`src/sv/byte_stack_with_rotate_unit_assert.svh`:
```
// assertion macros for the byte stack with rotate unit
`ifndef BYTE_STACK_WITH_ROTATE_UNIT_ASSERT_SVH
`define BYTE_STACK_WITH_ROTATE_UNIT_ASSERT_SVH

// same-cycle implication, disabled while in reset
`define BSTK_ASSERT_IMP(label, clk, rstn, ante, cons, msg) \
    label: assert property (@(posedge clk) disable iff (!rstn) (ante) |-> (cons)) \
        else $error(msg);

// next-cycle implication, disabled while in reset
`define BSTK_ASSERT_NXT(label, clk, rstn, ante, cons, msg) \
    label: assert property (@(posedge clk) disable iff (!rstn) (ante) |=> (cons)) \
        else $error(msg);

`endif

```
`src/sv/bstk_pkg.sv`:
```
// shared types and constants for the byte stack with rotate unit
`timescale 1ns / 1ps

package bstk_pkg;

    localparam int DEPTH_DEFAULT = 64;
    localparam int DATA_W        = 8;
    localparam int OP_W          = 3;
    localparam int CNT_W         = 7;
    localparam int CAP_W         = 7;
    localparam logic [CAP_W-1:0] CAP_RESET = 7'd64;

    // operation codes; codes 6 and 7 do nothing
    typedef enum logic [OP_W-1:0] {
        OP_PUSH = 3'd0,
        OP_POP  = 3'd1,
        OP_PEEK = 3'd2,
        OP_DUP  = 3'd3,
        OP_UROT = 3'd4,
        OP_DROT = 3'd5
    } op_t;

    typedef enum logic [1:0] {
        ST_OK     = 2'd0,
        ST_FULL   = 2'd1,
        ST_EMPTY  = 2'd2,
        ST_BADROT = 2'd3
    } status_t;

    typedef enum logic [2:0] {
        S_IDLE,
        S_DECODE,
        S_RDWAIT,
        S_ROT_HOLD,
        S_ROT_MOVE,
        S_ROT_LAST,
        S_RESP
    } state_t;

    // result handed from the sequencer to the output stage
    typedef struct packed {
        status_t             status;
        logic [DATA_W-1:0]   data;
        logic                data_valid;
    } resp_t;

endpackage

```
`src/sv/bstk_mem.sv`:
```
// stack storage: one write port, one registered read port
`timescale 1ns / 1ps

module bstk_mem import bstk_pkg::*; #(
    parameter int DEPTH = DEPTH_DEFAULT,
    parameter int AW    = $clog2(DEPTH)
) (
    input  logic              aclk,
    input  logic              wr_en,
    input  logic [AW-1:0]     wr_addr,
    input  logic [DATA_W-1:0] wr_data,
    input  logic [AW-1:0]     rd_addr,
    output logic [DATA_W-1:0] rd_data
);

    logic [DATA_W-1:0] mem [DEPTH];
    logic [DATA_W-1:0] rd_data_reg;

    // write port
    always_ff @(posedge aclk) begin
        if (wr_en) begin
            mem[wr_addr] <= wr_data;
        end
    end

    // registered read, old data on a same-address collision
    always_ff @(posedge aclk) begin
        rd_data_reg <= mem[rd_addr];
    end

    assign rd_data = rd_data_reg;

endmodule

```
`src/sv/bstk_ctrl.sv`:
```
// sequencer: decodes a request and moves entries one per cycle through the memory port
`timescale 1ns / 1ps

module bstk_ctrl import bstk_pkg::*; #(
    parameter int DEPTH = DEPTH_DEFAULT,
    parameter int AW    = $clog2(DEPTH),
    parameter int OCC_W = $clog2(DEPTH + 1)
) (
    input  logic              aclk,
    input  logic              aresetn,
    input  logic              s_valid,
    output logic              s_ready,
    input  logic [OP_W-1:0]   s_operation,
    input  logic [DATA_W-1:0] s_push_value,
    input  logic [CNT_W-1:0]  s_rotate_count,
    input  logic [CAP_W-1:0]  capacity,
    input  logic              out_free,
    output resp_t             resp,
    output logic              resp_load,
    output logic              mem_wr_en,
    output logic [AW-1:0]     mem_wr_addr,
    output logic [DATA_W-1:0] mem_wr_data,
    output logic [AW-1:0]     mem_rd_addr,
    input  logic [DATA_W-1:0] mem_rd_data
);

    localparam int W1    = (OCC_W > CNT_W) ? OCC_W : CNT_W;
    localparam int CMP_W = (W1 > CAP_W) ? W1 : CAP_W;

    state_t            state_reg, state_next;
    logic [OP_W-1:0]   op_reg, op_next;
    logic [DATA_W-1:0] val_reg, val_next;
    logic [CNT_W-1:0]  cnt_reg, cnt_next;
    logic [OCC_W-1:0]  occ_reg, occ_next;
    logic [AW-1:0]     ptr_reg, ptr_next;
    logic [AW-1:0]     end_reg, end_next;
    logic [DATA_W-1:0] held_reg, held_next;
    logic              dir_up_reg, dir_up_next;
    resp_t             res_reg, res_next;

    logic [CMP_W-1:0]  occ_ext, cap_ext, cnt_ext;
    logic              is_full, is_empty, rot_bad;
    logic [AW-1:0]     top_idx, low_idx, occ_idx;
    logic [AW-1:0]     ptr_step, ptr_step2;

    // occupancy checks against the capacity limit, saturated at DEPTH
    always_comb begin
        occ_ext  = CMP_W'(occ_reg);
        cap_ext  = CMP_W'(capacity);
        cnt_ext  = CMP_W'(cnt_reg);
        is_full  = (occ_ext >= cap_ext) || (occ_reg == OCC_W'(DEPTH));
        is_empty = (occ_reg == '0);
        rot_bad  = (cnt_reg == '0) || (cnt_ext > occ_ext);
        top_idx  = AW'(occ_ext - CMP_W'(1));
        low_idx  = AW'(occ_ext - cnt_ext);
        occ_idx  = AW'(occ_reg);
    end

    // pointer stepper shared by both rotate directions
    always_comb begin
        ptr_step  = dir_up_reg ? (ptr_reg - AW'(1)) : (ptr_reg + AW'(1));
        ptr_step2 = dir_up_reg ? (ptr_reg - AW'(2)) : (ptr_reg + AW'(2));
    end

    // control registers
    always_ff @(posedge aclk) begin
        if (!aresetn) begin
            state_reg <= S_IDLE;
            occ_reg   <= '0;
        end else begin
            state_reg <= state_next;
            occ_reg   <= occ_next;
        end
    end

    // working registers
    always_ff @(posedge aclk) begin
        op_reg     <= op_next;
        val_reg    <= val_next;
        cnt_reg    <= cnt_next;
        ptr_reg    <= ptr_next;
        end_reg    <= end_next;
        held_reg   <= held_next;
        dir_up_reg <= dir_up_next;
        res_reg    <= res_next;
    end

    // next state and outputs
    always_comb begin
        state_next  = state_reg;
        op_next     = op_reg;
        val_next    = val_reg;
        cnt_next    = cnt_reg;
        occ_next    = occ_reg;
        ptr_next    = ptr_reg;
        end_next    = end_reg;
        held_next   = held_reg;
        dir_up_next = dir_up_reg;
        res_next    = res_reg;
        s_ready     = 1'b0;
        resp_load   = 1'b0;
        mem_wr_en   = 1'b0;
        mem_wr_addr = ptr_reg;
        mem_wr_data = mem_rd_data;
        mem_rd_addr = ptr_reg;

        unique case (state_reg)
            S_IDLE: begin
                s_ready = 1'b1;
                if (s_valid) begin
                    op_next    = s_operation;
                    val_next   = s_push_value;
                    cnt_next   = s_rotate_count;
                    state_next = S_DECODE;
                end
            end

            S_DECODE: begin
                res_next.status     = ST_OK;
                res_next.data       = '0;
                res_next.data_valid = 1'b0;
                state_next          = S_RESP;
                unique case (op_t'(op_reg))
                    OP_PUSH: begin
                        if (is_full) begin
                            res_next.status = ST_FULL;
                        end else begin
                            mem_wr_en   = 1'b1;
                            mem_wr_addr = occ_idx;
                            mem_wr_data = val_reg;
                            occ_next    = occ_reg + OCC_W'(1);
                        end
                    end
                    OP_POP, OP_PEEK: begin
                        if (is_empty) begin
                            res_next.status = ST_EMPTY;
                        end else begin
                            mem_rd_addr = top_idx;
                            state_next  = S_RDWAIT;
                        end
                    end
                    OP_DUP: begin
                        if (is_full) begin
                            res_next.status = ST_FULL;
                        end else if (is_empty) begin
                            res_next.status = ST_EMPTY;
                        end else begin
                            mem_rd_addr = top_idx;
                            state_next  = S_RDWAIT;
                        end
                    end
                    OP_UROT, OP_DROT: begin
                        if (rot_bad) begin
                            res_next.status = ST_BADROT;
                        end else if (cnt_reg != CNT_W'(1)) begin
                            // fetch the entry that wraps around, then start moving
                            dir_up_next = (op_t'(op_reg) == OP_UROT);
                            mem_rd_addr = (op_t'(op_reg) == OP_UROT) ? top_idx : low_idx;
                            ptr_next    = (op_t'(op_reg) == OP_UROT) ? top_idx : low_idx;
                            end_next    = (op_t'(op_reg) == OP_UROT) ? low_idx : top_idx;
                            state_next  = S_ROT_HOLD;
                        end
                    end
                    default: begin
                    end
                endcase
            end

            S_RDWAIT: begin
                if (op_t'(op_reg) == OP_DUP) begin
                    mem_wr_en   = 1'b1;
                    mem_wr_addr = occ_idx;
                    mem_wr_data = mem_rd_data;
                    occ_next    = occ_reg + OCC_W'(1);
                end else begin
                    res_next.data       = mem_rd_data;
                    res_next.data_valid = 1'b1;
                    if (op_t'(op_reg) == OP_POP) begin
                        occ_next = occ_reg - OCC_W'(1);
                    end
                end
                state_next = S_RESP;
            end

            S_ROT_HOLD: begin
                held_next   = mem_rd_data;
                mem_rd_addr = ptr_step;
                state_next  = S_ROT_MOVE;
            end

            // one entry shifts per cycle; the next source is read meanwhile
            S_ROT_MOVE: begin
                mem_wr_en   = 1'b1;
                mem_wr_addr = ptr_reg;
                mem_wr_data = mem_rd_data;
                if (ptr_step == end_reg) begin
                    ptr_next   = end_reg;
                    state_next = S_ROT_LAST;
                end else begin
                    ptr_next    = ptr_step;
                    mem_rd_addr = ptr_step2;
                end
            end

            S_ROT_LAST: begin
                mem_wr_en   = 1'b1;
                mem_wr_addr = ptr_reg;
                mem_wr_data = held_reg;
                state_next  = S_RESP;
            end

            S_RESP: begin
                if (out_free) begin
                    resp_load  = 1'b1;
                    state_next = S_IDLE;
                end
            end

            default: begin
                state_next = S_IDLE;
            end
        endcase
    end

    assign resp = res_reg;

endmodule

```
`src/sv/byte_stack_with_rotate_unit.sv`:
```
// Byte-wide LIFO stack with push, pop, peek, dup and up/down rotate. One request is
// handled at a time. Pop, peek and dup wait for a memory read. A rotate over n entries
// (n of 2 or more) reads the entry that wraps around, moves the remaining entries through
// the single memory read port and write port, one entry per cycle, and then writes the
// held entry back. A rotate of one entry moves nothing. A finished result sits in an
// output register, so a new request is taken while the previous result still waits.
// The capacity register is written through cfg_wr_en / cfg_wr_data and resets to 64;
// values above DEPTH act as DEPTH. Stack entries are not cleared by reset.
`timescale 1ns / 1ps
`include "byte_stack_with_rotate_unit_assert.svh"

module byte_stack_with_rotate_unit import bstk_pkg::*; #(
    parameter int DEPTH = DEPTH_DEFAULT
) (
    input  logic              aclk,
    input  logic              aresetn,
    input  logic              cfg_wr_en,
    input  logic [CAP_W-1:0]  cfg_wr_data,
    input  logic              s_valid,
    output logic              s_ready,
    input  logic [OP_W-1:0]   s_operation,
    input  logic [DATA_W-1:0] s_push_value,
    input  logic [CNT_W-1:0]  s_rotate_count,
    output logic              m_valid,
    input  logic              m_ready,
    output logic [1:0]        m_status,
    output logic [DATA_W-1:0] m_data_out,
    output logic              m_data_valid
);

    localparam int AW = $clog2(DEPTH);

    logic [CAP_W-1:0]  capacity_reg;
    logic              m_valid_reg;
    logic [1:0]        m_status_reg;
    logic [DATA_W-1:0] m_data_out_reg;
    logic              m_data_valid_reg;

    resp_t             resp;
    logic              resp_load;
    logic              out_free;
    logic              mem_wr_en;
    logic [AW-1:0]     mem_wr_addr;
    logic [DATA_W-1:0] mem_wr_data;
    logic [AW-1:0]     mem_rd_addr;
    logic [DATA_W-1:0] mem_rd_data;

    // capacity register
    always_ff @(posedge aclk) begin
        if (!aresetn) begin
            capacity_reg <= CAP_RESET;
        end else if (cfg_wr_en) begin
            capacity_reg <= cfg_wr_data;
        end
    end

    // output stage
    assign out_free = !m_valid_reg || m_ready;

    always_ff @(posedge aclk) begin
        if (!aresetn) begin
            m_valid_reg <= 1'b0;
        end else if (resp_load) begin
            m_valid_reg <= 1'b1;
        end else if (m_ready) begin
            m_valid_reg <= 1'b0;
        end
    end

    always_ff @(posedge aclk) begin
        if (resp_load) begin
            m_status_reg     <= resp.status;
            m_data_out_reg   <= resp.data;
            m_data_valid_reg <= resp.data_valid;
        end
    end

    assign m_valid      = m_valid_reg;
    assign m_status     = m_status_reg;
    assign m_data_out   = m_data_out_reg;
    assign m_data_valid = m_data_valid_reg;

    // sequencer
    bstk_ctrl #(
        .DEPTH (DEPTH)
    ) u_ctrl (
        .aclk           (aclk),
        .aresetn        (aresetn),
        .s_valid        (s_valid),
        .s_ready        (s_ready),
        .s_operation    (s_operation),
        .s_push_value   (s_push_value),
        .s_rotate_count (s_rotate_count),
        .capacity       (capacity_reg),
        .out_free       (out_free),
        .resp           (resp),
        .resp_load      (resp_load),
        .mem_wr_en      (mem_wr_en),
        .mem_wr_addr    (mem_wr_addr),
        .mem_wr_data    (mem_wr_data),
        .mem_rd_addr    (mem_rd_addr),
        .mem_rd_data    (mem_rd_data)
    );

    // stack storage
    bstk_mem #(
        .DEPTH (DEPTH)
    ) u_mem (
        .aclk    (aclk),
        .wr_en   (mem_wr_en),
        .wr_addr (mem_wr_addr),
        .wr_data (mem_wr_data),
        .rd_addr (mem_rd_addr),
        .rd_data (mem_rd_data)
    );

    // checks
    `BSTK_ASSERT_NXT(a_accept_busy, aclk, aresetn, s_valid && s_ready, !s_ready,
                     "request accepted while busy")
    `BSTK_ASSERT_IMP(a_no_overwrite, aclk, aresetn, resp_load, out_free,
                     "result overwrote a waiting result")
    `BSTK_ASSERT_IMP(a_data_ok, aclk, aresetn, m_valid && m_data_valid, m_status == ST_OK,
                     "returned byte with error status")

endmodule
```
`config.mk`:
```
export PLATFORM = sky130hd
export DESIGN_NAME = byte_stack_with_rotate_unit
export DESIGN_NICKNAME = d
export VERILOG_FILES = /design/src/sv/bstk_pkg.sv /design/src/sv/bstk_mem.sv /design/src/sv/bstk_ctrl.sv /design/src/sv/byte_stack_with_rotate_unit.sv
export VERILOG_INCLUDE_DIRS = /design/src /design/src/sv
export SDC_FILE = /design/constraint.sdc
export NUM_CORES = 1
export LEC_CHECK = 0
export BUFFER_PORTS_ARGS = -buffer_cell sky130_fd_sc_hd__buf_2
export CORE_UTILIZATION = 45
export CTS_CLUSTER_DIAMETER = 200
export DETAILED_ROUTE_END_ITERATION = 8
export PLACE_DENSITY = 0.68
export SETUP_SLACK_MARGIN = 0.1
export SYNTH_ARGS = -nofsm -noshare
export SYNTH_HDL_FRONTEND = slang
export SYNTH_SLANG_ARGS = --single-unit
```
`constraint.sdc`:
```
create_clock -name aclk -period 9.8 [get_ports aclk]
set_input_delay 0.49 -clock aclk [delete_from_list [all_inputs] [get_ports aclk]]
set_output_delay 0.49 -clock aclk [all_outputs]
set_load 0.03 [all_outputs]
```
==> results of run 1 <==
cell type report:
type / count / area share [%]
well taps: 756 / 3.29
inverters: 29 / 0.379
clock inverters: 37 / 1.50
clock buffers: 75 / 5.59
multi-input cells: 1315 / 26.2
flip-flops and latches: 599 / 61.7
repair buffers: 66 / 1.38
cells by family after synthesis:
kind of cell	Yosys count	share of synthesized area (%)
buf+inv	148	2.71
flops	599	68.6
xor+xnor	29	1.12
fa+ha+maj	28	1.44
compound gates	319	8.54
mux	65	2.53
simple gates	874	15.1
routing by layer:
layer	track usage, %	part of all wire [%]
met3	3.74	8.5
met5	0	0
met1	32.1	42
met2	36.3	47
met4	6.44	2.6
worst register-to-register path: stages (launching register included):
cell and delay (ns):
dfxtp_1 0.54, clkinv_1 0.42, ha_1 0.41, nand2b_1 0.10
a31oi_1 0.10, o221a_2 0.37, a21oi_4 0.27, nor4_1 0.09
o32ai_1 0.55, and2_4 0.96, buf_4 0.65, nor3_1 0.14
nor2_1 0.18, o22ai_1 0.11, o31ai_1 0.66, a211oi_2 0.16
stage by stage:
stage / utilization, % / hold slack [ns] / total power, uW
finish: 50.8 / 0.0258 / 10600
global route: 50.8 / 0.00647 / 11100
CTS: 50.8 / 0.00170 / 10600
detailed placement: 47.1 / 0.408 / 8270
global placement: 47.1 / 0.408 / 8200
floorplan: - / 0.400 / 6740
power groups by stage:
stage	Combinational, uW	Clock, uW	Sequential, uW
floorplan	3100	0	3640
global placement	4540	0	3660
detailed placement	4610	0	3660
CTS	4620	2390	3610
global route	5000	2490	3620
finish	4660	2370	3610
placed cells by master (no fill, tap or decap), types with 11 or more instances in the layout:
cell type / synthesis / final
a21oi_1: 81 / 81
a221oi_1: 12 / 12
a31oi_1: 13 / 13
a32o_1: 13 / 13
a32oi_1: 11 / 11
and2_1: 23 / 21
and3_1: 34 / 34
buf_2: 57 / 42
buf_4: 7 / 21
clkbuf_16: 0 / 59
clkinv_1: 1 / 12
dfxtp_1: 26 / 26
edfxtp_1: 573 / 573
ha_1: 25 / 25
inv_1: 26 / 26
mux2i_1: 62 / 62
nand2_1: 358 / 354
nand2b_1: 20 / 20
nand3_1: 120 / 120
nand4_1: 23 / 23
nor2_1: 216 / 216
nor2b_1: 14 / 14
nor3_1: 29 / 29
o21ai_0: 51 / 45
o22ai_1: 17 / 17
o31ai_1: 15 / 15
xnor2_1: 17 / 17
cell usage after synthesis, types with 25 or more instances:
| cell | instances |
|---|---|
| nand3_1 | 120 |
| inv_1 | 26 |
| and3_1 | 34 |
| buf_2 | 57 |
| mux2i_1 | 62 |
| edfxtp_1 | 573 |
| nor3_1 | 29 |
| a21oi_1 | 81 |
| nand2_1 | 358 |
| dfxtp_1 | 26 |
| o21ai_0 | 51 |
| ha_1 | 25 |
| clkbuf_1 | 37 |
| nor2_1 | 216 |
worst min-delay path by stage:
stage	depth (start not counted)	from	to
finish	1	s_push_value[6]	u_ctrl.val_reg[6]$_DFFE_PP_
global route	1	s_rotate_count[6]	u_ctrl.cnt_ext[6]$_DFFE_PP_
CTS	1	s_operation[2]	u_ctrl.op_reg[2]$_DFFE_PP_
detailed placement	0	u_ctrl.resp[9]$_DFFE_PP_	m_status[0]$_DFFE_PP_
global placement	0	u_ctrl.resp[10]$_DFFE_PP_	m_status[1]$_DFFE_PP_
floorplan	0	u_ctrl.resp[1]$_SDFFCE_PN0P_	m_data_out[0]$_DFFE_PP_
==> results_dict.tcl, run 1 <==
set metrics [dict create \
    grt_pass1_wl_um 102000 \
    worstRegToRegCells 15 \
    crit_start "u_ctrl.occ_ext[0]$_SDFFE_PN0P_" \
    wirelength_um 67000 \
    seqPwrFrac_pct 33.9 \
    drc 0 \
    synth_area_um2 25800 \
    clkLatencyLatePin_ns 0.64 \
    fp.dieH_um 242 \
    synth_area_per_cell_um2 12.5 \
    grt_max_degree 86 \
    cp_num_cells 15 \
    power.leakage_uw 0.00987 \
    start_util_pct 45.7 \
    maxCapViolations 0 \
    rows 87 \
    critPathLaunchType "flop" \
    die_w_um 242 \
    multi_input_area_um2 7520 \
    post-route-period-util_pct 59.8 \
    internal_power_uw 6140 \
    ioPinCount 43 \
    synth-edff-count 573 \
    seq_area_um2 17700 \
    cts_tree "built" \
    post_cts_resized 0 \
    cts_buffer_depth 3 \
    grt_usage_pct 22.7 \
    rsz0062_at_grt "false" \
    setup_violations 0 \
    syn-num-nets 2120 \
    crit_path_end "u_mem.rd_data[4]$_DFF_P_" \
    finClkSkew_ns 0.0147 \
    r2r-start "u_ctrl.occ_ext[0]$_SDFFE_PN0P_" \
    fmax_mhz 171 \
    vdd_ir_drop_max_mv 0.297 \
    largest-register "u_mem.mem" \
    p_per_area_nw_per_um2 370 \
    max_stage_delay_ns 0.96 \
    htreeDepth 2 \
    gp_congestion 0.927 \
    worstSetupPathType "flop to flop" \
    nets 2128 \
    cp.required_ns 10.28 \
    worst_pin_slew_ns 1.18 \
    post-place-ws_ns 4.03 \
    path_max_fanout 78 \
    layout_setup_ws_ns 3.94 \
    synthFlopType "edfxtp_1" \
    cts_buffers 59 \
    arrival_ns 6.35 \
    dp_hpwl_um 41100 \
    crit_chain "clkinv_1 > ha_1 > nand2b_1 > a31oi_1 > o221a_2 > a21oi_4 > nor4_1 > o32ai_1 > and2_4 > buf_4 > nor3_1 > nor2_1 > o22ai_1 > o31ai_1 > a211oi_2" \
    antenna_found_initial 0 \
    crit_family "compound AO/OA/AOI/OAI gates" \
    final_cells 2877 \
    synth_area_leaders "edfxtp_1 (67%), nand2_1 (5.2%), nor2_1 (3.1%)" \
    yosys.area.top_type "edfxtp_1" \
    antenna_cells 0 \
    drive_gt1_share_pct 9.43 \
    synth_top_area_share_pct 66.6 \
    dp_cells 2762 \
    dieArea_um2 58400 \
    synth_cells 2062 \
    port_buffers 42 \
    r2r_slack_ns 3.94 \
    postCtsHoldBufs 3 \
    placed_cell_area_um2 26700 \
    post_cts_buffers 0 \
    area_delta_synth_final_pct 11.2 \
    routedWlPerCell_um 23.3 \
    slew_headroom_pct 21.1 \
    firstDrtPassIters 8 \
    clockRootBuffer "clkbuf_16" \
    yosysWarningCount 0 \
    crit_path_end_kind "flop" \
    final_hold_viol_count 0 \
    sw_frac_of_total_pct 42.3 \
    fillerInstances 4824 \
    yosysUniqueCellTypes 84 \
    ys_ff_latch 599 \
    vias 16900 \
    slowest_stage "and2_4" \
    overflow 0 \
    path_clk_slew_ns 0.06 \
    vias_per_cell 5.88 \
    power_frac_comb_pct 43.8 \
    drtIter0Drc 1799 \
    drv_slew 0 \
    status "finished, final reports clean" \
    ys_seq_area_share_pct 68.6 \
    p_sw_uw 4500 \
    grt_pass1_vias 16400 \
    path_buf_inv 2 \
    finalCriticalPeriod_ns 5.86 \
    ys_async_sr_fraction_pct 0 \
    clkSinkCount 599 \
    r2r-end "u_mem.rd_data[4]$_DFF_P_" \
    largest_reg_flops 512 \
    pwr-share-clk_pct 22.3 \
    fin_setup_tns_ns 0 \
    ant_nets 0 \
    hold_class "input pin to flop" \
    core_um2 56600 \
    fin_area_um2 28700 \
]
Note: power is estimated with default switching activity, not from simulation.
==> run 2: changes to the inputs <==
--- a/config.mk
+++ b/config.mk
@@ -10,7 +10,7 @@
 export CORE_UTILIZATION = 45
 export CTS_CLUSTER_DIAMETER = 200
 export DETAILED_ROUTE_END_ITERATION = 8
-export PLACE_DENSITY = 0.68
+export PLACE_DENSITY = 0.71
 export SETUP_SLACK_MARGIN = 0.1
 export SYNTH_ARGS = -nofsm -noshare
 export SYNTH_HDL_FRONTEND = slang
==> constraint.sdc (replaced) <==
create_clock -name aclk -period 5 [get_ports aclk]
set_input_delay 0.25 -clock aclk [delete_from_list [all_inputs] [get_ports aclk]]
set_output_delay 0.25 -clock aclk [all_outputs]
set_load 0.03 [all_outputs]
==> run 2 against run 1 <==
Net effect: cell count rose by 3.1%; sequential power is 94% higher; wire length rose by 3.2%; global-route usage increased by 0.45 points; non-clock buffer count rose by 90; clock-buffer cell count fell by 3; first-iteration DRC count increased by 25%; worst hold slack worse by 0.0026 ns; utilization is 1.4 points higher.
==> results_dict.tcl, run 2 (same netlist as run 1, synthesis figures left out) <==
set metrics [dict create \
    status "finished, final reports clean" \
    routedWlPerCell_um 23.3 \
    finalCriticalPeriod_ns 4.74 \
    fin_area_um2 29500 \
    fmax_mhz 211 \
    multi_input_area_um2 7630 \
    fp.dieH_um 242 \
    critPathLaunchType "flop" \
    port_buffers 42 \
    crit_family "simple AND/OR/NAND/NOR gates" \
    cts_tree "built" \
    dp_hpwl_um 44500 \
    grt_max_degree 81 \
    wl_met1_um 27500 \
    htreeDepth 2 \
    post-route-period-util_pct 94.9 \
    area_delta_synth_final_pct 14.2 \
    ant_nets 0 \
    finalPower_uw 21100 \
    fillerInstances 4749 \
    die_w_um 242 \
    pwr-share-clk_pct 20.2 \
    drtIter0Drc 2240 \
    path_clk_slew_ns 0.07 \
    layout_setup_ws_ns 0.257 \
    p_sw_uw 9010 \
    rsz0062_at_grt "true" \
    rows 87 \
    hold_start "m_ready" \
    r2r-end "u_mem.mem[45][5]$_DFFE_PP_" \
    whs_path_depth 3 \
    grt_pass1_vias 16900 \
    vdd_ir_drop_max_mv 0.581 \
    setup_violations 0 \
    power_frac_comb_pct 46.7 \
    worst_pin_slew_ns 1.10 \
    clockRootBuffer "clkbuf_16" \
    crit_path_end_kind "flop" \
    layout_commonest_cell "edfxtp_1" \
    cts_buffer_depth 3 \
    worstRegToRegCells 11 \
    worstHoldEndpoint "m_valid$_SDFFE_PN0P_" \
    internal_power_uw 12100 \
    maxCapViolations 0 \
    path_buf_inv 0 \
    clkLatencyLatePin_ns 0.64 \
    final_cell_mix "edfxtp_1 (573), nand2_1 (354), nor2_1 (193)" \
    r2r_slack_ns 0.26 \
    antenna_found_initial 0 \
    seqPwrFrac_pct 33.1 \
    routed-wl-met3_um 6550 \
    placed_cell_area_um2 27300 \
    crit_chain "ha_1 > a21o_1 > a31oi_1 > o221a_2 > and3_1 > and2_1 > a21o_1 > nor2_1 > a21oi_1 > nand2_1 > nor2_1" \
    power.leakage_uw 0.0103 \
    drv_slew 0 \
    whs_ns 0.0233 \
    p_per_area_nw_per_um2 717 \
    slowest_stage "nor2_1" \
    dieArea_um2 58400 \
    start_util_pct 45.7 \
    sw_frac_of_total_pct 42.6 \
    max_stage_delay_ns 0.76 \
    nets 2218 \
    top_layer_used "met4" \
    drive_gt1_share_pct 13.1 \
    vias_per_cell 5.91 \
    arrival_ns 4.99 \
    firstDrtPassIters 6 \
    r2r-start "u_ctrl.occ_ext[2]$_SDFFE_PN0P_" \
    final_util_pct 52.1 \
    post-place-ws_ns 0.0901 \
    worstSetupPathType "flop to flop" \
    final_hold_viol_count 0 \
    grt_pass1_wl_um 104000 \
    hold_class "input pin to flop" \
    drc 0 \
    gp_congestion 0.954 \
    clkSinkCount 599 \
    cts_buffers 57 \
    wirelength_um 69100 \
    core_um2 56600 \
    overflow 0 \
    antenna_cells 0 \
    finClkSkew_ns 0.0359 \
    largest_reg_flops 512 \
    slew_headroom_pct 26.7 \
    largest-register "u_mem.mem" \
    vias 17500 \
    seq_area_um2 17700 \
    dr_wl_met2_um 32600 \
    ioPinCount 43 \
    cp.required_ns 5.25 \
    path_max_fanout 27 \
    grt_usage_pct 23.2 \
]
==> run 2: changes by cell type in the layout (fill, tap and decap cells not counted), sizes merged <==
cell	change
and2	+2
buf	+65
bufinv	-3
clkbuf	-3
clkinv	+6
clkinvlp	-2
dlygate4sd3	+25
inv	-2
==> run 2: metrics by stage <==
stage,TNS [ns],std cells
6_report,0,2965
5_1_grt,-0.614,2965
4_1_cts,0,2963
3_5_place_dp,0,2827
3_3_place_gp,0,2827
2_1_floorplan,0,2062
==> run 2: how the worst max path moves through the flow <==
stage | start | to | slack, ns | cells after the start
6_report | u_ctrl.occ_ext[2]$_SDFFE_PN0P_ | u_mem.mem[45][5]$_DFFE_PP_ | 0.26 | 11
4_1_cts | u_ctrl.dir_up_reg$_DFFE_PP_ | u_mem.rd_data[1]$_DFF_P_ | 0.06 | 15
5_1_grt | u_ctrl.occ_ext[2]$_SDFFE_PN0P_ | u_mem.mem[44][1]$_DFFE_PP_ | -0.05 | 11
3_3_place_gp | u_ctrl.dir_up_reg$_DFFE_PP_ | u_mem.rd_data[0]$_DFF_P_ | 0.24 | 15
3_5_place_dp | u_ctrl.dir_up_reg$_DFFE_PP_ | u_mem.rd_data[1]$_DFF_P_ | 0.09 | 15
2_1_floorplan | u_ctrl.occ_ext[0]$_SDFFE_PN0P_ | u_mem.mem[0][0]$_DFFE_PP_ | 0.64 | 10
==> run 2: worst reg2reg max path, stage by stage, from the launching register on <==
cell,delay (ns)
dfxtp_1,0.67
ha_1,0.35
a21o_1,0.16
a31oi_1,0.19
o221a_2,0.31
and3_1,0.26
and2_1,0.17
a21o_1,0.55
nor2_1,0.13
a21oi_1,0.46
nand2_1,0.37
nor2_1,0.76
==> run 2: power by group through the flow <==
stage / Sequential, uW / Clock, uW / Combinational [uW]
5_1_grt: 7010 / 4500 / 10500
6_report: 7000 / 4280 / 9870
2_1_floorplan: 7080 / 0 / 6090
4_1_cts: 7000 / 4320 / 9560
3_3_place_gp: 7100 / 0 / 9360
3_5_place_dp: 7100 / 0 / 9500
==> run 2: layout make-up <==
cell class | instances | share of cell area (%)
clock inverters | 36 | 1.15
well taps | 756 | 3.21
inverters | 29 | 0.369
clock buffers | 72 | 5.13
repair buffers | 156 | 4.21
multi-input cells | 1317 | 25.9
flip-flops and latches | 599 | 60.1
==> run 2: routing by layer <==
layer	up-vias	GRT usage [%]
met2	937	37.4
met3	149	4.21
li1	7819	-
met5	-	0
met4	0	8.25
met1	8609	31.5
==> run 2: timing repair <==
item	CTS	global route
hold endpoints to repair	26	0
endpoints found under the setup margin	1	193
hold buffers	28	0
cloned	0	2
pin swaps	0	1
setup buffers	0	0
gates resized for setup	0	31
